==> src/rtl/hpwp_pkg.sv <==
// ----------------------------------------------------------------------------
// hpwp_pkg
// Shared types and constants of the hit packet word parser.
// ----------------------------------------------------------------------------
package hpwp_pkg;

  localparam int WORD_W    = 64;
  localparam int CHANNEL_W = 8;
  localparam int LEVEL_W   = 16;
  localparam int INDEX_W   = 8;
  localparam int VALUE_W   = 16;
  localparam int TIME_W    = 32;
  localparam int VERSION_W = 8;
  localparam int STATUS_W  = 2;
  localparam int COUNT_W   = 8;

  localparam int DEF_HIT_COUNT_BITS = 8;
  localparam int DEF_MAGIC_BITS     = 8;
  localparam int DEF_TIME_BITS      = 32;
  localparam int DEF_LEVEL_BITS     = 16;
  localparam int DEF_CHANNEL_BITS   = 8;
  localparam int DEF_POINT_BITS     = 16;

  localparam int MAGIC_FIRST  = 171;
  localparam int MAGIC_SECOND = 172;
  localparam int GOOD_POINTS  = 8;

  localparam logic KIND_POINT  = 1'b0;
  localparam logic KIND_STATUS = 1'b1;

  localparam logic [STATUS_W-1:0] STATUS_GOOD      = 2'd0;
  localparam logic [STATUS_W-1:0] STATUS_BAD_MAGIC = 2'd1;
  localparam logic [STATUS_W-1:0] STATUS_BAD_COUNT = 2'd2;

  typedef enum logic [3:0] {
    PH_W0        = 4'd0,
    PH_W1        = 4'd1,
    PH_W2        = 4'd2,
    PH_W3        = 4'd3,
    PH_HA        = 4'd4,
    PH_HB        = 4'd5,
    PH_DATA      = 4'd6,
    PH_SKIP_DATA = 4'd7,
    PH_SKIP_HIT  = 4'd8,
    PH_SKIP_END  = 4'd9
  } phase_t;

endpackage

==> src/rtl/hpwp_in_if.sv <==
// ----------------------------------------------------------------------------
// hpwp_in_if
// Packet word channel: valid/ready with the word and a restart flag.
// ----------------------------------------------------------------------------
interface hpwp_in_if;
  logic                         valid;
  logic                         ready;
  logic [hpwp_pkg::WORD_W-1:0]  word;
  logic                         restart;

  modport source (output valid, output word, output restart, input ready);
  modport sink   (input valid, input word, input restart, output ready);
endinterface

==> src/rtl/hpwp_out_if.sv <==
// ----------------------------------------------------------------------------
// hpwp_out_if
// Result channel: waveform points and event end status, valid/ready.
// ----------------------------------------------------------------------------
interface hpwp_out_if;
  logic                            valid;
  logic                            ready;
  logic                            kind;
  logic [hpwp_pkg::CHANNEL_W-1:0]  channel;
  logic [hpwp_pkg::LEVEL_W-1:0]    zero_level;
  logic [hpwp_pkg::LEVEL_W-1:0]    charge;
  logic [hpwp_pkg::INDEX_W-1:0]    hit_index;
  logic [hpwp_pkg::INDEX_W-1:0]    point_index;
  logic [hpwp_pkg::VALUE_W-1:0]    point_value;
  logic [hpwp_pkg::WORD_W-1:0]     microslice;
  logic [hpwp_pkg::TIME_W-1:0]     adc_time;
  logic [hpwp_pkg::VERSION_W-1:0]  packet_version;
  logic [hpwp_pkg::STATUS_W-1:0]   status;
  logic                            last;

  modport source (
    output valid, output kind, output channel, output zero_level, output charge,
    output hit_index, output point_index, output point_value, output microslice,
    output adc_time, output packet_version, output status, output last,
    input ready
  );
  modport sink (
    input valid, input kind, input channel, input zero_level, input charge,
    input hit_index, input point_index, input point_value, input microslice,
    input adc_time, input packet_version, input status, input last,
    output ready
  );
endinterface

==> src/rtl/hit_packet_word_parser_unit.sv <==
// ----------------------------------------------------------------------------
// hit_packet_word_parser_unit
// Word-serial parser of detector event packets: header, hits, waveform points.
// ----------------------------------------------------------------------------
//  channel | dir | handshake       | transaction
//  in_ch   | in  | valid / ready   | one 64-bit packet word plus restart flag
//  out_ch  | out | valid / ready   | one waveform point or one event status
//
//  A word is parsed in the cycle it is taken; its results (up to
//  64/POINT_BITS points plus one status) sit in a result group register and
//  leave one per cycle while out_ch is ready. A new word is taken while the
//  last result of the group is taken, so words without results, or with
//  one result while out_ch is ready, flow at one per cycle; a word with n
//  results holds intake until its last result is taken. Reset is synchronous,
//  active low, and clears the phase, the event state and the group.
//  Output stalls hold the group and stop intake.
// ----------------------------------------------------------------------------
module hit_packet_word_parser_unit #(
  parameter int HIT_COUNT_BITS = hpwp_pkg::DEF_HIT_COUNT_BITS,
  parameter int MAGIC_BITS     = hpwp_pkg::DEF_MAGIC_BITS,
  parameter int TIME_BITS      = hpwp_pkg::DEF_TIME_BITS,
  parameter int LEVEL_BITS     = hpwp_pkg::DEF_LEVEL_BITS,
  parameter int CHANNEL_BITS   = hpwp_pkg::DEF_CHANNEL_BITS,
  parameter int POINT_BITS     = hpwp_pkg::DEF_POINT_BITS
) (
  input  logic        clk,
  input  logic        rst_n,
  hpwp_in_if.sink     in_ch,
  hpwp_out_if.source  out_ch
);

  localparam int PER    = hpwp_pkg::WORD_W / POINT_BITS;
  localparam int IDX_W  = $clog2(PER + 1);
  localparam int PSEL_W = $clog2(PER);
  localparam int CW     = hpwp_pkg::COUNT_W;

  hpwp_pkg::phase_t phase_r, phase_nxt, ph;

  logic [hpwp_pkg::WORD_W-1:0] microslice_r, microslice_nxt;
  logic [HIT_COUNT_BITS-1:0]   hits_exp_r, hits_exp_nxt;
  logic [HIT_COUNT_BITS-1:0]   hits_done_r, hits_done_nxt, hits_inc;
  logic [MAGIC_BITS-1:0]       magic_r, magic_nxt, magic2;
  logic [TIME_BITS-1:0]        time_r, time_nxt;
  logic [hpwp_pkg::VERSION_W-1:0] version_r, version_nxt;
  logic [LEVEL_BITS-1:0]       level_r, level_nxt, charge_r, charge_nxt;
  logic [CHANNEL_BITS-1:0]     channel_r, channel_nxt;
  logic [CW-1:0]               pexp_r, pexp_nxt, pdone_r, pdone_nxt;
  logic [CW-1:0]               remaining, pdone_sum, word_count;

  // result group
  logic                        grp_valid_r;
  logic [IDX_W-1:0]            idx_r;
  logic [hpwp_pkg::WORD_W-1:0] grp_word_r;
  logic [IDX_W-1:0]            grp_npts_r, npts_new;
  logic [CW-1:0]               grp_pbase_r;
  logic [CW-1:0]               grp_hit_r, pt_hit_new;
  logic                        grp_stat_r, stat_new;
  logic [hpwp_pkg::STATUS_W-1:0] grp_status_r, status_new;

  logic w3_end, hb_zero, data_done;
  logic in_fire, out_fire, is_stat, is_last;
  logic [IDX_W:0] total;

  logic [POINT_BITS-1:0] pts [2**PSEL_W];
  logic [POINT_BITS-1:0] pt_sel;

  logic [HIT_COUNT_BITS+CW-1:0]                     hits_ext, hits_inc_ext;
  logic [POINT_BITS+hpwp_pkg::VALUE_W-1:0]          pt_ext;
  logic [CHANNEL_BITS+hpwp_pkg::CHANNEL_W-1:0]      chan_ext;
  logic [LEVEL_BITS+hpwp_pkg::LEVEL_W-1:0]          level_ext, charge_ext;
  logic [TIME_BITS+hpwp_pkg::TIME_W-1:0]            time_ext;

  assign ph = in_ch.restart ? hpwp_pkg::PH_W0 : phase_r;

  assign hits_ext     = {{CW{1'b0}}, hits_done_r};
  assign hits_inc     = hits_done_r + HIT_COUNT_BITS'(1);
  assign hits_inc_ext = {{CW{1'b0}}, hits_inc};
  assign word_count   = in_ch.word[CHANNEL_BITS +: CW];
  assign magic2       = in_ch.word[hpwp_pkg::VERSION_W +: MAGIC_BITS];
  assign remaining    = pexp_r - pdone_r;

  // field extraction and result group contents
  always_comb begin
    microslice_nxt = microslice_r;
    hits_exp_nxt   = hits_exp_r;
    hits_done_nxt  = hits_done_r;
    magic_nxt      = magic_r;
    time_nxt       = time_r;
    version_nxt    = version_r;
    level_nxt      = level_r;
    charge_nxt     = charge_r;
    channel_nxt    = channel_r;
    pexp_nxt       = pexp_r;
    pdone_nxt      = pdone_r;
    npts_new       = '0;
    stat_new       = 1'b0;
    status_new     = hpwp_pkg::STATUS_GOOD;
    pt_hit_new     = hits_ext[CW-1:0];
    pdone_sum      = pdone_r;
    w3_end         = 1'b0;
    hb_zero        = 1'b0;
    data_done      = 1'b0;
    case (ph)
      hpwp_pkg::PH_W0: begin
        microslice_nxt = in_ch.word;
      end
      hpwp_pkg::PH_W1: begin
        hits_exp_nxt = in_ch.word[HIT_COUNT_BITS-1:0];
        magic_nxt    = in_ch.word[HIT_COUNT_BITS +: MAGIC_BITS];
      end
      hpwp_pkg::PH_W2: begin
        time_nxt = in_ch.word[TIME_BITS-1:0];
      end
      hpwp_pkg::PH_W3: begin
        version_nxt   = in_ch.word[hpwp_pkg::VERSION_W-1:0];
        hits_done_nxt = '0;
        if (magic_r != MAGIC_BITS'(hpwp_pkg::MAGIC_FIRST) ||
            magic2 != MAGIC_BITS'(hpwp_pkg::MAGIC_SECOND)) begin
          stat_new   = 1'b1;
          status_new = hpwp_pkg::STATUS_BAD_MAGIC;
          w3_end     = 1'b1;
        end else if (hits_exp_r == '0) begin
          stat_new = 1'b1;
          w3_end   = 1'b1;
        end
      end
      hpwp_pkg::PH_HA: begin
        level_nxt  = in_ch.word[LEVEL_BITS-1:0];
        charge_nxt = in_ch.word[LEVEL_BITS +: LEVEL_BITS];
      end
      hpwp_pkg::PH_HB: begin
        channel_nxt = in_ch.word[CHANNEL_BITS-1:0];
        pexp_nxt    = word_count;
        pdone_nxt   = '0;
        if (word_count == '0) begin
          hits_done_nxt = hits_inc;
          stat_new      = 1'b1;
          status_new    = hpwp_pkg::STATUS_BAD_COUNT;
          hb_zero       = 1'b1;
        end
      end
      hpwp_pkg::PH_DATA: begin
        npts_new  = (remaining >= CW'(PER)) ? IDX_W'(PER) : remaining[IDX_W-1:0];
        pdone_sum = pdone_r + CW'(npts_new);
        pdone_nxt = pdone_sum;
        if (pdone_sum >= pexp_r) begin
          data_done     = 1'b1;
          hits_done_nxt = hits_inc;
          if (pexp_r != CW'(hpwp_pkg::GOOD_POINTS)) begin
            stat_new   = 1'b1;
            status_new = hpwp_pkg::STATUS_BAD_COUNT;
          end else if (hits_inc >= hits_exp_r) begin
            stat_new = 1'b1;
          end
        end
      end
      default: begin
      end
    endcase
  end

  // phase sequencing
  always_comb begin
    unique case (ph)
      hpwp_pkg::PH_W0:        phase_nxt = hpwp_pkg::PH_W1;
      hpwp_pkg::PH_W1:        phase_nxt = hpwp_pkg::PH_W2;
      hpwp_pkg::PH_W2:        phase_nxt = hpwp_pkg::PH_W3;
      hpwp_pkg::PH_W3:        phase_nxt = w3_end ? hpwp_pkg::PH_W0 : hpwp_pkg::PH_HA;
      hpwp_pkg::PH_HA:        phase_nxt = hpwp_pkg::PH_HB;
      hpwp_pkg::PH_HB:        phase_nxt = hb_zero ? hpwp_pkg::PH_W0 : hpwp_pkg::PH_DATA;
      hpwp_pkg::PH_DATA: begin
        if (!data_done)     phase_nxt = hpwp_pkg::PH_SKIP_DATA;
        else if (stat_new)  phase_nxt = hpwp_pkg::PH_SKIP_END;
        else                phase_nxt = hpwp_pkg::PH_SKIP_HIT;
      end
      hpwp_pkg::PH_SKIP_DATA: phase_nxt = hpwp_pkg::PH_DATA;
      hpwp_pkg::PH_SKIP_HIT:  phase_nxt = hpwp_pkg::PH_HA;
      hpwp_pkg::PH_SKIP_END:  phase_nxt = hpwp_pkg::PH_W0;
      default:                phase_nxt = hpwp_pkg::PH_W0;
    endcase
  end

  // result group drain
  assign total   = {1'b0, grp_npts_r} + (IDX_W+1)'(grp_stat_r);
  assign is_stat = (idx_r == grp_npts_r);
  assign is_last = ({1'b0, idx_r} + (IDX_W+1)'(1)) == total;

  assign in_ch.ready = !grp_valid_r || (out_ch.ready && is_last);
  assign in_fire     = in_ch.valid && in_ch.ready;
  assign out_fire    = out_ch.valid && out_ch.ready;

  always_ff @(posedge clk) begin
    if (!rst_n) begin
      phase_r     <= hpwp_pkg::PH_W0;
      grp_valid_r <= 1'b0;
      idx_r       <= '0;
    end else begin
      if (in_fire) begin
        phase_r     <= phase_nxt;
        grp_valid_r <= (npts_new != '0) || stat_new;
        idx_r       <= '0;
      end else if (out_fire) begin
        if (is_last) begin
          grp_valid_r <= 1'b0;
        end
        idx_r <= idx_r + IDX_W'(1);
      end
    end
  end

  always_ff @(posedge clk) begin
    if (!rst_n) begin
      microslice_r <= '0;
      hits_exp_r   <= '0;
      hits_done_r  <= '0;
      magic_r      <= '0;
      time_r       <= '0;
      version_r    <= '0;
      level_r      <= '0;
      charge_r     <= '0;
      channel_r    <= '0;
      pexp_r       <= '0;
      pdone_r      <= '0;
    end else if (in_fire) begin
      microslice_r <= microslice_nxt;
      hits_exp_r   <= hits_exp_nxt;
      hits_done_r  <= hits_done_nxt;
      magic_r      <= magic_nxt;
      time_r       <= time_nxt;
      version_r    <= version_nxt;
      level_r      <= level_nxt;
      charge_r     <= charge_nxt;
      channel_r    <= channel_nxt;
      pexp_r       <= pexp_nxt;
      pdone_r      <= pdone_nxt;
    end
  end

  always_ff @(posedge clk) begin
    if (in_fire) begin
      grp_word_r   <= in_ch.word;
      grp_npts_r   <= npts_new;
      grp_pbase_r  <= pdone_r;
      grp_hit_r    <= pt_hit_new;
      grp_stat_r   <= stat_new;
      grp_status_r <= status_new;
    end
  end

  // point slots, most significant first
  always_comb begin
    for (int k = 0; k < 2**PSEL_W; k++) begin
      if (k < PER) begin
        pts[k] = grp_word_r[hpwp_pkg::WORD_W - (k + 1) * POINT_BITS +: POINT_BITS];
      end else begin
        pts[k] = '0;
      end
    end
  end

  assign pt_sel     = pts[idx_r[PSEL_W-1:0]];
  assign pt_ext     = {{hpwp_pkg::VALUE_W{1'b0}}, pt_sel};
  assign chan_ext   = {{hpwp_pkg::CHANNEL_W{1'b0}}, channel_r};
  assign level_ext  = {{hpwp_pkg::LEVEL_W{1'b0}}, level_r};
  assign charge_ext = {{hpwp_pkg::LEVEL_W{1'b0}}, charge_r};
  assign time_ext   = {{hpwp_pkg::TIME_W{1'b0}}, time_r};

  assign out_ch.valid          = grp_valid_r;
  assign out_ch.kind           = is_stat ? hpwp_pkg::KIND_STATUS : hpwp_pkg::KIND_POINT;
  assign out_ch.channel        = is_stat ? '0 : chan_ext[hpwp_pkg::CHANNEL_W-1:0];
  assign out_ch.zero_level     = is_stat ? '0 : level_ext[hpwp_pkg::LEVEL_W-1:0];
  assign out_ch.charge         = is_stat ? '0 : charge_ext[hpwp_pkg::LEVEL_W-1:0];
  assign out_ch.hit_index      = is_stat ? hits_ext[CW-1:0] : grp_hit_r;
  assign out_ch.point_index    = is_stat ? '0 : grp_pbase_r + CW'(idx_r);
  assign out_ch.point_value    = is_stat ? '0 : pt_ext[hpwp_pkg::VALUE_W-1:0];
  assign out_ch.microslice     = microslice_r;
  assign out_ch.adc_time       = time_ext[hpwp_pkg::TIME_W-1:0];
  assign out_ch.packet_version = version_r;
  assign out_ch.status         = is_stat ? grp_status_r : hpwp_pkg::STATUS_GOOD;
  assign out_ch.last           = is_last;

endmodule

==> src/flat_wrapper.sv <==
// flat-port wrapper written by rule: the top's interface ports become plain ports
module hit_packet_word_parser_unit_flat 
#(
  parameter int HIT_COUNT_BITS = hpwp_pkg::DEF_HIT_COUNT_BITS,
  parameter int MAGIC_BITS     = hpwp_pkg::DEF_MAGIC_BITS,
  parameter int TIME_BITS      = hpwp_pkg::DEF_TIME_BITS,
  parameter int LEVEL_BITS     = hpwp_pkg::DEF_LEVEL_BITS,
  parameter int CHANNEL_BITS   = hpwp_pkg::DEF_CHANNEL_BITS,
  parameter int POINT_BITS     = hpwp_pkg::DEF_POINT_BITS
)
  (clk, rst_n, in_ch_valid, in_ch_word, in_ch_restart, in_ch_ready, out_ch_valid, out_ch_kind, out_ch_channel, out_ch_zero_level, out_ch_charge, out_ch_hit_index, out_ch_point_index, out_ch_point_value, out_ch_microslice, out_ch_adc_time, out_ch_packet_version, out_ch_status, out_ch_last, out_ch_ready);
  hpwp_in_if in_ch_i ();
  hpwp_out_if out_ch_i ();
  input  logic clk;
  input  logic rst_n;
  input wire logic [$bits(in_ch_i.valid)-1:0] in_ch_valid;
  input wire logic [$bits(in_ch_i.word)-1:0] in_ch_word;
  input wire logic [$bits(in_ch_i.restart)-1:0] in_ch_restart;
  output wire logic [$bits(in_ch_i.ready)-1:0] in_ch_ready;
  output wire logic [$bits(out_ch_i.valid)-1:0] out_ch_valid;
  output wire logic [$bits(out_ch_i.kind)-1:0] out_ch_kind;
  output wire logic [$bits(out_ch_i.channel)-1:0] out_ch_channel;
  output wire logic [$bits(out_ch_i.zero_level)-1:0] out_ch_zero_level;
  output wire logic [$bits(out_ch_i.charge)-1:0] out_ch_charge;
  output wire logic [$bits(out_ch_i.hit_index)-1:0] out_ch_hit_index;
  output wire logic [$bits(out_ch_i.point_index)-1:0] out_ch_point_index;
  output wire logic [$bits(out_ch_i.point_value)-1:0] out_ch_point_value;
  output wire logic [$bits(out_ch_i.microslice)-1:0] out_ch_microslice;
  output wire logic [$bits(out_ch_i.adc_time)-1:0] out_ch_adc_time;
  output wire logic [$bits(out_ch_i.packet_version)-1:0] out_ch_packet_version;
  output wire logic [$bits(out_ch_i.status)-1:0] out_ch_status;
  output wire logic [$bits(out_ch_i.last)-1:0] out_ch_last;
  input wire logic [$bits(out_ch_i.ready)-1:0] out_ch_ready;
  assign in_ch_i.valid = in_ch_valid;
  assign in_ch_i.word = in_ch_word;
  assign in_ch_i.restart = in_ch_restart;
  assign in_ch_ready = in_ch_i.ready;
  assign out_ch_valid = out_ch_i.valid;
  assign out_ch_kind = out_ch_i.kind;
  assign out_ch_channel = out_ch_i.channel;
  assign out_ch_zero_level = out_ch_i.zero_level;
  assign out_ch_charge = out_ch_i.charge;
  assign out_ch_hit_index = out_ch_i.hit_index;
  assign out_ch_point_index = out_ch_i.point_index;
  assign out_ch_point_value = out_ch_i.point_value;
  assign out_ch_microslice = out_ch_i.microslice;
  assign out_ch_adc_time = out_ch_i.adc_time;
  assign out_ch_packet_version = out_ch_i.packet_version;
  assign out_ch_status = out_ch_i.status;
  assign out_ch_last = out_ch_i.last;
  assign out_ch_i.ready = out_ch_ready;
  hit_packet_word_parser_unit #(.HIT_COUNT_BITS(HIT_COUNT_BITS), .MAGIC_BITS(MAGIC_BITS), .TIME_BITS(TIME_BITS), .LEVEL_BITS(LEVEL_BITS), .CHANNEL_BITS(CHANNEL_BITS), .POINT_BITS(POINT_BITS)) u_core (.clk(clk), .rst_n(rst_n), .in_ch(in_ch_i), .out_ch(out_ch_i));
endmodule
==> config.mk <==
export PLATFORM = sky130hd
export DESIGN_NAME = hit_packet_word_parser_unit_flat
export DESIGN_NICKNAME = d
export VERILOG_FILES = /design/src/rtl/hpwp_pkg.sv /design/src/rtl/hpwp_in_if.sv /design/src/rtl/hpwp_out_if.sv /design/src/rtl/hit_packet_word_parser_unit.sv /design/src/flat_wrapper.sv
export SDC_FILE = /design/constraint.sdc
export NUM_CORES = 1
export LEC_CHECK = 0
export ABC_AREA = 1
export BUFFER_PORTS_ARGS = -buffer_cell sky130_fd_sc_hd__buf_2
export CORE_ASPECT_RATIO = 1.4
export CORE_MARGIN = 4
export CORE_UTILIZATION = 35
export DETAILED_ROUTE_END_ITERATION = 6
export PLACE_DENSITY = 0.66
export SLEW_MARGIN = 25
export SYNTH_ARGS = -nofsm -noshare
export SYNTH_HDL_FRONTEND = slang
export SYNTH_SLANG_ARGS = --single-unit
==> constraint.sdc <==
create_clock -name clk -period 5.1 [get_ports clk]
set_input_delay 0.765 -clock clk [delete_from_list [all_inputs] [get_ports clk]]
set_output_delay 0.765 -clock clk [all_outputs]
set_load 0.1 [all_outputs]
* Yosys cells after proc, flatten, opt, wreduce, memory -nomap -nowiden *
Cells that the tools add are included.

cells by class
  bitwise operators = 2
  $lt $le $gt $ge = 4
  mux-type cells = 42
  eq/ne operators = 15
  reductions and logical operators = 25
  $add $sub $neg = 7

operator list
  operator               number
  $mux W16               5
  $mux W8                5
  $pmux W4 S9            1
  $bmux W16 S2           1
  $pmux W8 S3            1
  $add A8 B3 Y8          2
  $eq A4 B3 Y1 const B   4
  $ge A8 B8 Y1           2
  $logic_not A8 Y1       2
  $mux W1                16
  $ne A8 B8 Y1 const B   2
  $pmux W8 S2            1
  $reduce_and A2 Y1      8
  $mux W3                4
  $add A8 B1 Y8 const B  1
  $eq A4 B2 Y1 const B   2
  $ge A8 B3 Y1 const B   1
  $mux W2                4
  $mux W4                2
  $ne A8 B4 Y1 const B   1
  $sub A8 B8 Y8          1
  $pmux W2 S3            1
  $reduce_bool A2 Y1     3
  $reduce_bool A3 Y1     2
  18 further kinds       23

word-level totals
  bits of input ports = 69
  output and inout port bits = 182
  bits in registers = 278
  logic and storage cells = 115

* Longest topological paths before layout *
Gate-level depths: netlist of the first run.

  depth after elaboration = 10
  depth in mapped cells = 29

* Worst setup path after synthesis of the first run *
No wires, ideal clock.

  path type = register -> output
  from = register u_core.idx_r[0]
  to = output port out_ch_point_index[5]
  data required time = 4.335 ns
  path slack = 0.754 ns
  cell stages (with the launch flop) = 6
  buffers on the path = 1
  arrival = 3.581 ns
  cells stage by stage = dfxtp_1 clkbuf_1 xnor2_1 nand3_1 inv_1 nor3_1

on the way
  longest elaborated chain between the ends = 2
  elaborated cells on any way between the ends = 3
  classes of those cells = add/sub: 1; eq/ne: 1; mux: 1

ends and longest elaborated chain
  element                                               line                                                                    text
  start: declaration                                    hit_packet_word_parser_unit.sv:52                                       logic [IDX_W-1:0] idx_r;
  start signal: assignment                              hit_packet_word_parser_unit.sv:206                                      idx_r <= idx_r + IDX_W'(1);
  $add A8 B3 Y8 / $eq A3 B3 Y1 (equally long branches)  hit_packet_word_parser_unit.sv:274, hit_packet_word_parser_unit.sv:185
  $mux W8 (*)                                           hit_packet_word_parser_unit.sv:274                                      assign out_ch.point_index = is_stat ? '0 : grp_pbase_r + CW'(idx_r);
  end: declaration                                      flat_wrapper.sv:26                                                      output wire logic [$bits(out_ch_i.point_index)-1:0] out_ch_point_index;

Every way passes the cells marked *; elsewhere a longest branch is shown, timed or not.

* Final worst setup path of the first run *
  from = register u_core.pexp_r[0]
  to = register u_core.hits_done_r[0]

on the way
  longest elaborated chain between the ends = 7

ends and longest elaborated chain
  element                                 line                                text
  start: declaration                      hit_packet_word_parser_unit.sv:47   logic [CW-1:0] pexp_r, pexp_nxt, pdone_r, pdone_nxt;
  start signal: assignment                hit_packet_word_parser_unit.sv:234  pexp_r <= pexp_nxt;
  $sub A8 B8 Y8                           hit_packet_word_parser_unit.sv:80   assign remaining = pexp_r - pdone_r;
  $ge A8 B3 Y1                            hit_packet_word_parser_unit.sv:143  npts_new = (remaining >= CW'(PER)) ? IDX_W'(PER) : remaining[IDX_W-1:0];
  $mux W3                                 hit_packet_word_parser_unit.sv:143
  $add A8 B3 Y8                           hit_packet_word_parser_unit.sv:144  pdone_sum = pdone_r + CW'(npts_new);
  $ge A8 B8 Y1 (*)                        hit_packet_word_parser_unit.sv:146  if (pdone_sum >= pexp_r) begin
  $ne A2 B1 Y1 (no source line) (*)       n/a
  $reduce_and A4 Y1 (no source line) (*)  n/a
  end signal: assignment                  hit_packet_word_parser_unit.sv:227  hits_done_r <= hits_done_nxt;
  end: declaration                        hit_packet_word_parser_unit.sv:41   logic [HIT_COUNT_BITS-1:0] hits_done_r, hits_done_nxt, hits_inc;

Marked as above.
A chain may end at the register's enable or synchronous reset.

==> results by group, run 1 <==
Run status
  • Status: complete, no violations

Critical path
  • Worst endpoint required time: 5.58 ns
  • WP data arrival: ~5 ns
  • CP max stage delay: approximately 0.42 ns
  • RR Endpoint: u_core.hits_done_r[0]
  • Worst reg2reg path depth: 28
  • CP most frequent cell: nand2_1
  • Reg2reg setup slack: around 0.49 ns
  • Startpoint Class: flip-flop
  • Slowest-stage cell, CP: fa_1
  • Worst-path fanout max: 16
  • Worst r2r src: u_core.pexp_r[0]
  • Setup crit end kind: flip-flop
  • Crit path kind: reg -> reg

Synth
  • Synth top area cells: dfxtp_1 (31%), edfxtp_1 (21%), nand2_1 (9.4%)
  • Synth cell types: 35
  • Mapped Cells: 1513
  • Count leader, synth: nand2_1
  • Post-synth ARST share: 0%
  • Post-synth EDFFs: 86
  • Sequential fraction of the synthesis area: 52.4%
  • Post-synthesis cell area: 0.0123 mm^2
  • Synth Flop Type: dfxtp_1
  • Commonest cells in the synthesized netlist: nand2_1 (307), a21oi_1 (195), inv_1 (195)
  • YS warnings: 0
  • Post-synth top area share: a little under a third
  • Syn avg cell area: 8.11 um^2
  • FF+latch count, synth: approximately 280
  • Area leader, netlist: dfxtp_1
  • Syn Nets: approximately 1600

Pwr
  • P_leak: 6.77 nW
  • Combinational Power Share: between 10% and 20%
  • Total power: between 5 and 6 mW
  • Power Density: ~360 mW/mm^2
  • Sw Ratio: roughly 29%
  • P_sw: roughly 1.5 mW
  • Clock power frac: about two fifths
  • Int Pwr: 3.79 mW
  • Flop pwr share: a little under half
  • Peak VDD IR: 0.239 mV

Timing
  • Slew Limit Fails: 0
  • Clk_skew: 0.00983 ns
  • Peak Freq: approximately 220 MHz
  • Endpoints failing setup: 0
  • Tcrit/Tclk final: between 90% and 100%
  • Setup TNS: 0 ns
  • Worst rel slew slack: between 30% and 40%
  • RSZ-0062 raised after global routing: no
  • Worst-Margin Slew: between 1 and 1.5 ns
  • Final count of hold timing violations: 0
  • Final min period: 4.61 ns

Place
  • Routability Congestion: 0.859
  • DP Wirelength: between 20 and 30 mm
  • Post-place instance area: 0.0139 mm^2
  • # port buffers: 250

Clocking
  • Post-CTS Hold Buffers: 0
  • CTS Sinks: 278
  • Clk buf depth: 3
  • TritonCTS clock tree: yes
  • Worst skew pair latency: 0.55 ns
  • Root buffer cell: clkbuf_16
  • CTS Buf Count: 28
  • Worst-path clk slew: 0.07 ns
  • H-tree Lvls: 1

Die
  • Row count: 80
  • IO Pins: 251
  • Overall die width: 166 um
  • Chip height: 230 um
  • Die area: between 0.03 and 0.04 mm^2
  • Core box area: between 0.03 and 0.04 mm^2
  • Initial core utilization: between 30 and 40%

Routing
  • Via count: between 10000 and 15000
  • DRT antenna net count: 0
  • Router iterations before antenna repair: 5
  • DRC Markers: 0
  • WL final: 38.7 mm
  • Via density: between 4 and 5
  • Drt wl/cell: around 18 um
  • DR iter-0 viols: ~600

Finish
  • Layout cell share with drive strength beyond 1: a little under a fifth
  • Cell area after layout: between 0.01 and 0.015 mm^2
  • Area Growth Syn to Fin: 21.7%
  • Layout Nets: approximately 1800

Hold path
  • Hold Path Depth: 1
  • Hold crit path type: in -> reg
  • Hold Crit Start: in_ch_word[51]
  • Hold Crit Endpoint: u_core.grp_word_r[51]

Global routing
  • Global route overflow: 0
  • Pin count of the biggest net entering global routing: between 150 and 200
  • Vias in the first global route: roughly 11000
  • GR Util All Layers: between 10% and 20%
  • Global-route wire length before repair: about 60 mm
  • Initial antenna violation count: 1

Job
  • Max_cap viols: 0
## how the worst max path moves through the flow
stage	startpoint	to	slack, ns	depth (start not counted)
2_1_floorplan	u_core.idx_r[0]	out_ch_point_index[5]	0.75	5
6_report	u_core.pexp_r[0]	u_core.hits_done_r[0]	0.49	28
3_3_place_gp	u_core.pexp_r[0]	u_core.hits_done_r[5]	0.39	27
4_1_cts	u_core.pexp_r[0]	u_core.hits_done_r[0]	0.28	27
3_5_place_dp	u_core.pexp_r[0]	u_core.hits_done_r[0]	0.31	27
5_1_grt	u_core.pexp_r[0]	u_core.out_ch.valid	0.003	28
## worst max-delay path: cells and delay by family, from the launching register on
family,cells,cell delay (ns)
AOI/OAI and AO/OA,1,0.20
xor gates and xnor gates,1,0.22
adders and majority gates,5,1.47
buffers and inverters,4,0.37
DFF,1,0.37
and+or+nand+nor,17,1.89
## through the flow
stage | setup WS, ns | std cells | hold slack [ns] | util (%)
after detailed placement | 0.310 | 2143 | 0.437 | 40.4
after CTS | 0.279 | 2195 | 0.376 | 43.3
after global routing | 0.00260 | 2199 | 0.392 | 43.5
after global placement | 0.392 | 2143 | 0.429 | 40.4
after floorplan | 0.754 | 1513 | 0.424 | -
final | 0.491 | 2200 | 0.406 | 43.5
## layout make-up
class                   count  area, um^2
diodes                      2        5.00
clock buffers              43         893
clock inverters             9         111
fillers                  3408       19400
inverters                 197         742
multi-input cells         955        4790
flip-flops and latches    278        6430
well taps                 451         564
repair buffers            265        1400
## state kept, by name, summed over array words and instances, names as in the netlist, 16 cells and up
register / flops
u_core.level_r: 16
u_core.out_ch.adc_time: 32
u_core.charge_r: 16
u_core.out_ch.microslice: 64
u_core.grp_word_r: 64
## power groups by stage
| stage | logic (mW) | clock network (mW) | registers, mW |
|---|---|---|---|
| 6_report | 0.704 | 2.20 | 2.40 |
| 5_1_grt | 0.743 | 2.35 | 2.40 |
| 4_1_cts | 0.706 | 2.26 | 2.40 |
| 3_5_place_dp | 0.705 | 0 | 2.45 |
| 3_3_place_gp | 0.701 | 0 | 2.45 |
| 2_1_floorplan | 0.280 | 0 | 2.69 |
## kinds of logic (layout without fill, tap and decap cells)
logic type | after synthesis | count (layout) | share of synthesized area, %
AOI/OAI and AO/OA | 324 | 324 | 13.6
xor gates and xnor gates | 20 | 20 | 1.43
other | 0 | 2 | 0
adders and majority gates | 37 | 37 | 3.96
buffers and inverters | 280 | 514 | 8.87
DFF | 278 | 278 | 52.4
and+or+nand+nor | 574 | 574 | 19.8
## what timing repair did
action	in CTS	in global routing
setup endpoints to repair	0	8
buffers inserted	0	1
resized for setup	0	0
endpoints found under the hold margin	0	0
## per-layer routing
layer / wire length, um / up-vias / track usage (%) / part of all wire [%]
met3: 2130 / 79 / 3.50 / 5.5
met2: 19800 / 322 / 35.5 / 51
met1: 15200 / 5115 / 22.5 / 39
met4: 1480 / 0 / 7.75 / 3.8
li1: - / 5397 / - / -
met5: 0 / - / 0 / 0
## cell usage in the layout, fill, tap and decap left out, drive strengths merged, types with 16 or more instances in the layout
cell type    n
a21oi      195
buf        265
clkbuf      43
dfxtp      192
edfxtp      86
ha          34
inv        197
nand2      309
nand3      134
nor2        91
nor3        16
o21ai      104
o22ai       18
No activity file was read; power rests on OpenSTA's default activity.
==> inputs of run 2 (changes only) <==
--- a/config.mk
+++ b/config.mk
@@ -10,8 +10,9 @@
 export CORE_ASPECT_RATIO = 1.4
 export CORE_MARGIN = 4
 export CORE_UTILIZATION = 35
+export CTS_CLUSTER_DIAMETER = 60
 export DETAILED_ROUTE_END_ITERATION = 6
-export PLACE_DENSITY = 0.66
+export PLACE_DENSITY = 0.68
 export SLEW_MARGIN = 25
 export SYNTH_ARGS = -nofsm -noshare
 export SYNTH_HDL_FRONTEND = slang
==> constraint.sdc (replaced) <==
create_clock -name clk -period 3.7 [get_ports clk]
set_input_delay 0.555 -clock clk [delete_from_list [all_inputs] [get_ports clk]]
set_output_delay 0.555 -clock clk [all_outputs]
set_load 0.1 [all_outputs]
==> run 2 against run 1 <==
Critical path type unchanged. Sequential power up 38%. Clock-buffer cell count decreased by 10. Critical endpoint is now u_core.hits_done_r[6]. Highest routed layer unchanged. Hold slack worse by 0.21 ns. The run now ends with setup timing left. Die area is the same. Setup slack worse by 0.83 ns.
==> results by group, run 2 (synthesis results as in run 1) <==
Run status
  • Status: complete, but fails checks
  • Failing checks: setup timing

Clocking
  • Clk buf depth: 3 (unchanged)
  • CTS Buf Count: 28 (unchanged)
  • Root buffer cell: clkbuf_16
  • H-tree Lvls: 1 (unchanged)
  • CTS Sinks: 278 (unchanged)
  • Worst-path clk slew: 0.07 ns (about the same)
  • Worst skew pair latency: 0.57 ns (+0.02 ns)
  • TritonCTS clock tree: yes
  • Post-CTS Hold Buffers: 0 (unchanged)

Hold path
  • Hold crit path type: in -> reg
  • Hold Crit Endpoint: u_core.grp_word_r[44]
  • Hold Path Depth: 1 (unchanged)
  • Hold Crit Start: in_ch_word[44]

Routing
  • DRT antenna net count: 0 (unchanged)
  • WL final: 39.9 mm (+3.3%)
  • Drt wl/cell: 17.7 um (+0.84%)
  • Router iterations before antenna repair: 6 (+1)
  • DRC Markers: 0 (unchanged)
  • DR iter-0 viols: 797 (+31%)
  • Via density: 5.02 (+1.1%)
  • Via count: 11300 (+3.6%)

Critical path
  • WP data arrival: 4.54 ns (-0.55 ns)
  • Crit path kind: reg -> reg
  • Worst Setup SP: u_core.pexp_r[0]
  • Setup crit end kind: flip-flop
  • RR Endpoint: u_core.hits_done_r[6]
  • Startpoint Class: flip-flop
  • Worst reg2reg path depth: 27 (-3.6%)
  • Worst r2r src: u_core.pexp_r[0]
  • Worst-path fanout max: 8 (-8)
  • Reg2reg setup slack: -0.34 ns (-0.83 ns)
  • Worst endpoint required time: 4.20 ns (-1.38 ns)

Die
  • Die area: 0.0382 mm^2 (unchanged)
  • Row count: 80 (unchanged)
  • Core box area: 0.0343 mm^2 (unchanged)
  • Chip height: 230 um (unchanged)
  • IO Pins: 251 (unchanged)
  • Initial core utilization: 35.7% (unchanged)
  • Overall die width: 166 um (unchanged)

Finish
  • FILL cells: 3301 (-3.1%)
  • Register area: 0.00643 mm^2 (about the same)
  • Layout Nets: 1887 (+3.1%)
  • Area Growth Syn to Fin: 28.3%
  • Most frequent cells in the layout: nand2_1 (296), buf_2 (233), inv_1 (191)
  • Ant diodes: 0 (-2)
  • Footprint of the multi-input gates: 0.00497 mm^2 (+3.7%)
  • Core Util, Final: 45.9% (+2.4 points)
  • Most common cell after layout, fill and taps aside: nand2_1
  • Layout cell share with drive strength beyond 1: 23.1% (+4.5 points)

Timing
  • Tcrit/Tclk final: 109% (+19 points)
  • Setup TNS: -4.14 ns (-4.14 ns)
  • Final count of hold timing violations: 0 (unchanged)
  • Final Worst Setup Slack: -0.336 ns (-0.827 ns)
  • Peak Freq: 248 MHz (+14%)
  • Final min period: 4.04 ns (-0.573 ns)
  • Worst-Margin Slew: 0.755 ns (-0.277 ns)
  • RSZ-0062 raised after global routing: yes
  • Clk_skew: 0.0259 ns (+0.0160 ns)
  • Slew Limit Fails: 0 (unchanged)
  • Worst rel slew slack: 49.6% (+18 points)
  • Endpoints failing setup: 15 (+15)

Place
  • Pre-CTS setup slack: -0.436 ns (-0.747 ns)
  • Routability Congestion: 0.867 (+0.99%)
  • DP Wirelength: 28.4 mm (+4.8%)
  • # port buffers: 250 (unchanged)

Global routing
  • GRT met3 Usage: 3.05% (-0.45 points)
  • Initial antenna violation count: 0 (-1)
  • Met1 global-route usage: 22.9% (+0.45 points)
  • GRT met2 Usage: 36.8% (+1.3 points)
  • Global route overflow: 0 (unchanged)
  • Grt peak-use layer: met2
  • GR Util All Layers: 19.9% (+0.45 points)
  • Pin count of the biggest net entering global routing: 101 (-35%)
  • Vias in the first global route: 11000 (+3.0%)
  • Global-route wire length before repair: 61.6 mm (+2.4%)

Pwr
  • Total power: 7.13 mW (+34%)
  • Power Density: 453 mW/mm^2 (+27%)
  • Peak VDD IR: 0.387 mV (+62%)
  • P_leak: 7.09 nW (+4.8%)

Job
  • Max_cap viols: 0 (unchanged)
==> run 2: cell types whose count changed in the layout (fill, tap and decap cells not counted), sizes merged <==
cell / before / now
bufinv: 2 / 1
buf: 265 / 319
diode: 2 / 0
inv: 197 / 196
clkinvlp: 0 / 3
clkbuf: 43 / 34
clkinv: 7 / 17
==> run 2: routing by layer <==
| metal | part of all wire [%] | vias up |
|---|---|---|
| met2 | 52 | 409 |
| met3 | 5.7 | 110 |
| met5 | 0 | - |
| met1 | 38 | 5279 |
| li1 | - | 5507 |
| met4 | 4.1 | 0 |
==> run 2: worst max-delay path by stage <==
stage | endpoint | depth (start not counted)
4_1_cts | u_core.hits_done_r[1] | 26
3_3_place_gp | u_core.hits_done_r[4] | 27
6_report | u_core.hits_done_r[6] | 27
3_5_place_dp | u_core.hits_done_r[1] | 27
2_1_floorplan | out_ch_point_index[5] | 5
5_1_grt | u_core.hits_done_r[3] | 27
==> run 2: area by class of cell <==
type | count | share of cell area (%)
clock buffer | 33 | 4.84
clock inverter | 19 | 0.962
inverter | 197 | 4.74
multi-input combinational | 955 | 31.6
sequential | 278 | 40.8
tap | 451 | 3.58
timing repair buffer | 320 | 13.5
timing repair inverter | 1 | 0.0318
==> run 2: stage by stage <==
step	hold slack [ns]	std cells	area, um^2
2_1_floorplan	0.424	1513	12400
3_3_place_gp	0.429	2183	14600
3_5_place_dp	0.435	2183	14600
4_1_cts	0.176	2247	15600
5_1_grt	0.179	2254	15700
6_report	0.196	2254	15700
==> run 2: timing repair <==
item / in CTS / in global routing
resized for setup: 10 / 19
setup buffers: 12 / 6
gates cloned: 0 / 2
endpoints found under the hold margin: 0 / 0
pin swaps: 7 / 5
setup endpoints to repair: 15 / 16
==> run 2: worst max-delay path: stages (launching register included) <==
cell and delay [ns]:
dfxtp_2 0.33, inv_2 0.05, ha_4 0.15, fa_2 0.36, inv_2 0.08, nand3_2 0.10
nand3_2 0.08, nand2_1 0.07, nand2_2 0.06, nand4_1 0.15, nor2_1 0.15, ha_2 0.20
inv_2 0.04, fa_2 0.33, o21ai_1 0.13, nand2_1 0.11, nor3_2 0.14, xor2_1 0.11
ha_1 0.28, nand2_1 0.06, nor2_1 0.10, nand2_1 0.09, nand3_2 0.11, nand2_4 0.07
nor3_4 0.29, clkbuf_16 0.21, nor2_1 0.04, nor2_1 0.10
==> run 2: power breakdown <==
part / internal, mW / leakage (nW) / switching [mW]
Combinational: 0.186 / 4.23 / 0.821
Clock: 1.56 / 0.445 / 1.26
Sequential: 3.25 / 2.41 / 0.0511
Total: 5.00 / 7.09 / 2.13
==> inputs of run 3 (changes only) <==
--- a/config.mk
+++ b/config.mk
@@ -9,10 +9,10 @@
 export BUFFER_PORTS_ARGS = -buffer_cell sky130_fd_sc_hd__buf_2
 export CORE_ASPECT_RATIO = 1.4
 export CORE_MARGIN = 4
-export CORE_UTILIZATION = 35
+export CORE_UTILIZATION = 50
 export CTS_CLUSTER_DIAMETER = 60
 export DETAILED_ROUTE_END_ITERATION = 6
-export PLACE_DENSITY = 0.68
+export PLACE_DENSITY = 0.88
 export SLEW_MARGIN = 25
 export SYNTH_ARGS = -nofsm -noshare
 export SYNTH_HDL_FRONTEND = slang
==> run 3 against run 2 <==
Clock power is 8.2% lower. Critical path depth is 1 lower. Total power is 3.2% lower. First-iteration DRC count is 20% higher. Sequential share of layout area is 1.1 points higher. Sequential cell count stayed put. Largest cell class unchanged. Clock-buffer cell count is 1 lower. Global-route usage is 6.2 points higher. The flow still finishes with violations (setup timing). Cell area is 2.7% lower.
==> results by group, run 3 (synthesis results as in run 1) <==
Timing
  • Tcrit/Tclk final: 108% (-0.79 points)
  • RSZ-0062 raised after global routing: yes
  • Final Worst Setup Slack: -0.307 ns (+0.0293 ns)
  • Final count of hold timing violations: 0 (unchanged)
  • Endpoints failing setup: 15 (unchanged)
  • Final min period: 4.01 ns (-0.0293 ns)
  • Slew Limit Fails: 0 (unchanged)
  • Setup TNS: -3.22 ns (+0.918 ns)
  • Clk_skew: 0.0130 ns (-0.0129 ns)
  • Worst-Margin Slew: 0.855 ns (+0.0999 ns)
  • Peak Freq: 250 MHz (+0.73%)
  • Worst hold slack: 0.221 ns (+0.0249 ns)
  • Worst rel slew slack: 42.9% (-6.7 points)

Clocking
  • TritonCTS clock tree: yes
  • Worst skew pair latency: 0.54 ns (-0.03 ns)
  • H-tree Lvls: 1 (unchanged)
  • Clk buf depth: 3 (unchanged)
  • CTS Sinks: 278 (unchanged)
  • Root buffer cell: clkbuf_16
  • CTS Buf Count: 26 (-7.1%)
  • Worst-path clk slew: 0.07 ns (about the same)
  • Post-CTS Hold Buffers: 0 (unchanged)

Run status
  • Status: complete, but fails checks
  • Failing checks: setup timing

Finish
  • Layout Nets: 1868 (-1.0%)
  • FILL cells: 1916 (-42%)
  • Area Growth Syn to Fin: 24.9%
  • Footprint of the multi-input gates: 0.00498 mm^2 (+0.30%)
  • Register area: 0.00643 mm^2 (unchanged)
  • Ant diodes: 0 (unchanged)
  • Cell area after layout: 0.0153 mm^2 (-2.7%)
  • Layout cell share with drive strength beyond 1: 22.2% (-0.91 points)
  • Most frequent cells in the layout: nand2_1 (297), buf_2 (234), a21oi_1 (192)
  • Most common cell after layout, fill and taps aside: nand2_1

Critical path
  • Setup crit end kind: flip-flop
  • Top delay family on crit path: simple AND/OR/NAND/NOR gates
  • CP max stage delay: 0.36 ns (about the same)
  • Worst endpoint required time: 4.14 ns (-0.06 ns)
  • Worst-path fanout max: 8 (unchanged)
  • Buf/Inv on CP: 3 (-1)
  • Startpoint Class: flip-flop
  • WP data arrival: 4.44 ns (-0.10 ns)
  • Crit path kind: reg -> reg
  • Slowest-stage cell, CP: fa_2

Global routing
  • Global route overflow: 0 (unchanged)
  • Pin count of the biggest net entering global routing: 86 (-15%)
  • Initial antenna violation count: 0 (unchanged)
  • Global-route wire length before repair: 57.8 mm (-6.2%)
  • Vias in the first global route: 10900 (-0.24%)
  • GR Util All Layers: 26.1% (+6.2 points)

Routing
  • Via density: 5.49 (+9.5%)
  • DR iter-0 viols: 959 (+20%)
  • WL final: 37.4 mm (-6.4%)
  • DRC Markers: 0 (unchanged)
  • Via count: 11500 (+1.6%)
  • Routed met2 length: 18.8 mm (-9.4%)
  • Router iterations before antenna repair: 6 (unchanged)
  • Drt wl/cell: 17.9 um (+0.85%)
  • M1 wire length: 13.6 mm (-11%)
  • DRT antenna net count: 0 (unchanged)
  • Highest Signal Layer: met4
  • Wire length on met3: 2.53 mm (+11%)

Place
  • Post-place instance area: 0.0143 mm^2 (-1.8%)
  • DP Wirelength: 26.4 mm (-7.1%)
  • # port buffers: 250 (unchanged)
  • Routability Congestion: 0.997 (+15%)
  • Pre-CTS setup slack: -0.381 ns (+0.0557 ns)

Pwr
  • Power Density: 450 mW/mm^2 (-0.57%)
  • Peak VDD IR: 0.358 mV (-7.7%)
  • Total power: 6.90 mW (-3.2%)
  • P_leak: 6.97 nW (-1.7%)

Die
  • Initial core utilization: 51.0% (+15 points)
  • IO Pins: 251 (unchanged)
  • Row count: 67 (-16%)
  • Die area: 0.0271 mm^2 (-29%)
  • Overall die width: 140 um (-16%)
  • Core box area: 0.0241 mm^2 (-30%)
  • Chip height: 193 um (-16%)

Job
  • Max_cap viols: 0 (unchanged)

Hold path
  • Hold crit path type: in -> reg
-- run 3: cell types whose count changed in the layout (fill, tap and decap cells not counted), moves of 2 or more --
| cell | before | now |
|---|---|---|
| clkbuf_16 | 31 | 27 |
| clkinv_4 | 3 | 1 |
| nor2_1 | 85 | 82 |
| a21oi_1 | 190 | 192 |
| clkbuf_1 | 3 | 6 |
| buf_12 | 22 | 19 |
| o21ai_1 | 14 | 12 |
| buf_4 | 62 | 48 |
| nor2_4 | 1 | 4 |
| a21oi_2 | 5 | 3 |
-- run 3: power by group --
part	internal, mW	total [mW]	switching, mW	leakage [nW]
Sequential	3.25	3.31	0.0535	2.41
Combinational	0.184	0.999	0.815	4.16
Clock	1.44	2.59	1.15	0.401
Total	4.88	6.90	2.02	6.97
-- run 3: final timing paths --
| check | start | endpoint | slack, ns | cells after the start |
|---|---|---|---|---|
| worst max-delay path | u_core.pexp_r[0] | u_core.hits_done_r[6] | -0.31 | 26 |
| worst max register to register | u_core.pexp_r[0] | u_core.hits_done_r[6] | -0.31 | 26 |
| worst min-delay path | in_ch_word[40] | u_core.grp_word_r[40] | 0.22 | 1 |
| worst min register to register | u_core.out_ch.adc_time[18] | u_core.out_ch.adc_time[18] | 0.45 | 2 |
-- run 3: cell type report --
type	count	share of cell area (%)
multi-input combinational	955	32.5
tap	310	2.53
clock inverter	16	0.931
sequential	278	42.0
inverter	197	4.87
clock buffer	32	4.39
timing repair buffer	304	12.8
-- run 3: timing repair --
item | CTS | global route
setup endpoints to repair | 15 | 16
pin swaps | 7 | 12
resized for setup | 10 | 21
gates cloned | 0 | 1
setup buffers | 4 | 3
-- run 3: per-stage QoR --
| step | utilization [%] | std cells |
|---|---|---|
| floorplan | - | 1513 |
| global placement | 59.4 | 2035 |
| detailed placement | 59.4 | 2035 |
| CTS | 63.1 | 2087 |
| global route | 63.7 | 2092 |
| finish | 63.7 | 2092 |
-- run 3: routing by layer --
metal	vias up	GRT usage [%]
li1	5453	-
met1	5325	30.9
met2	556	45.0
met3	151	3.66
met4	0	15.0
met5	-	0
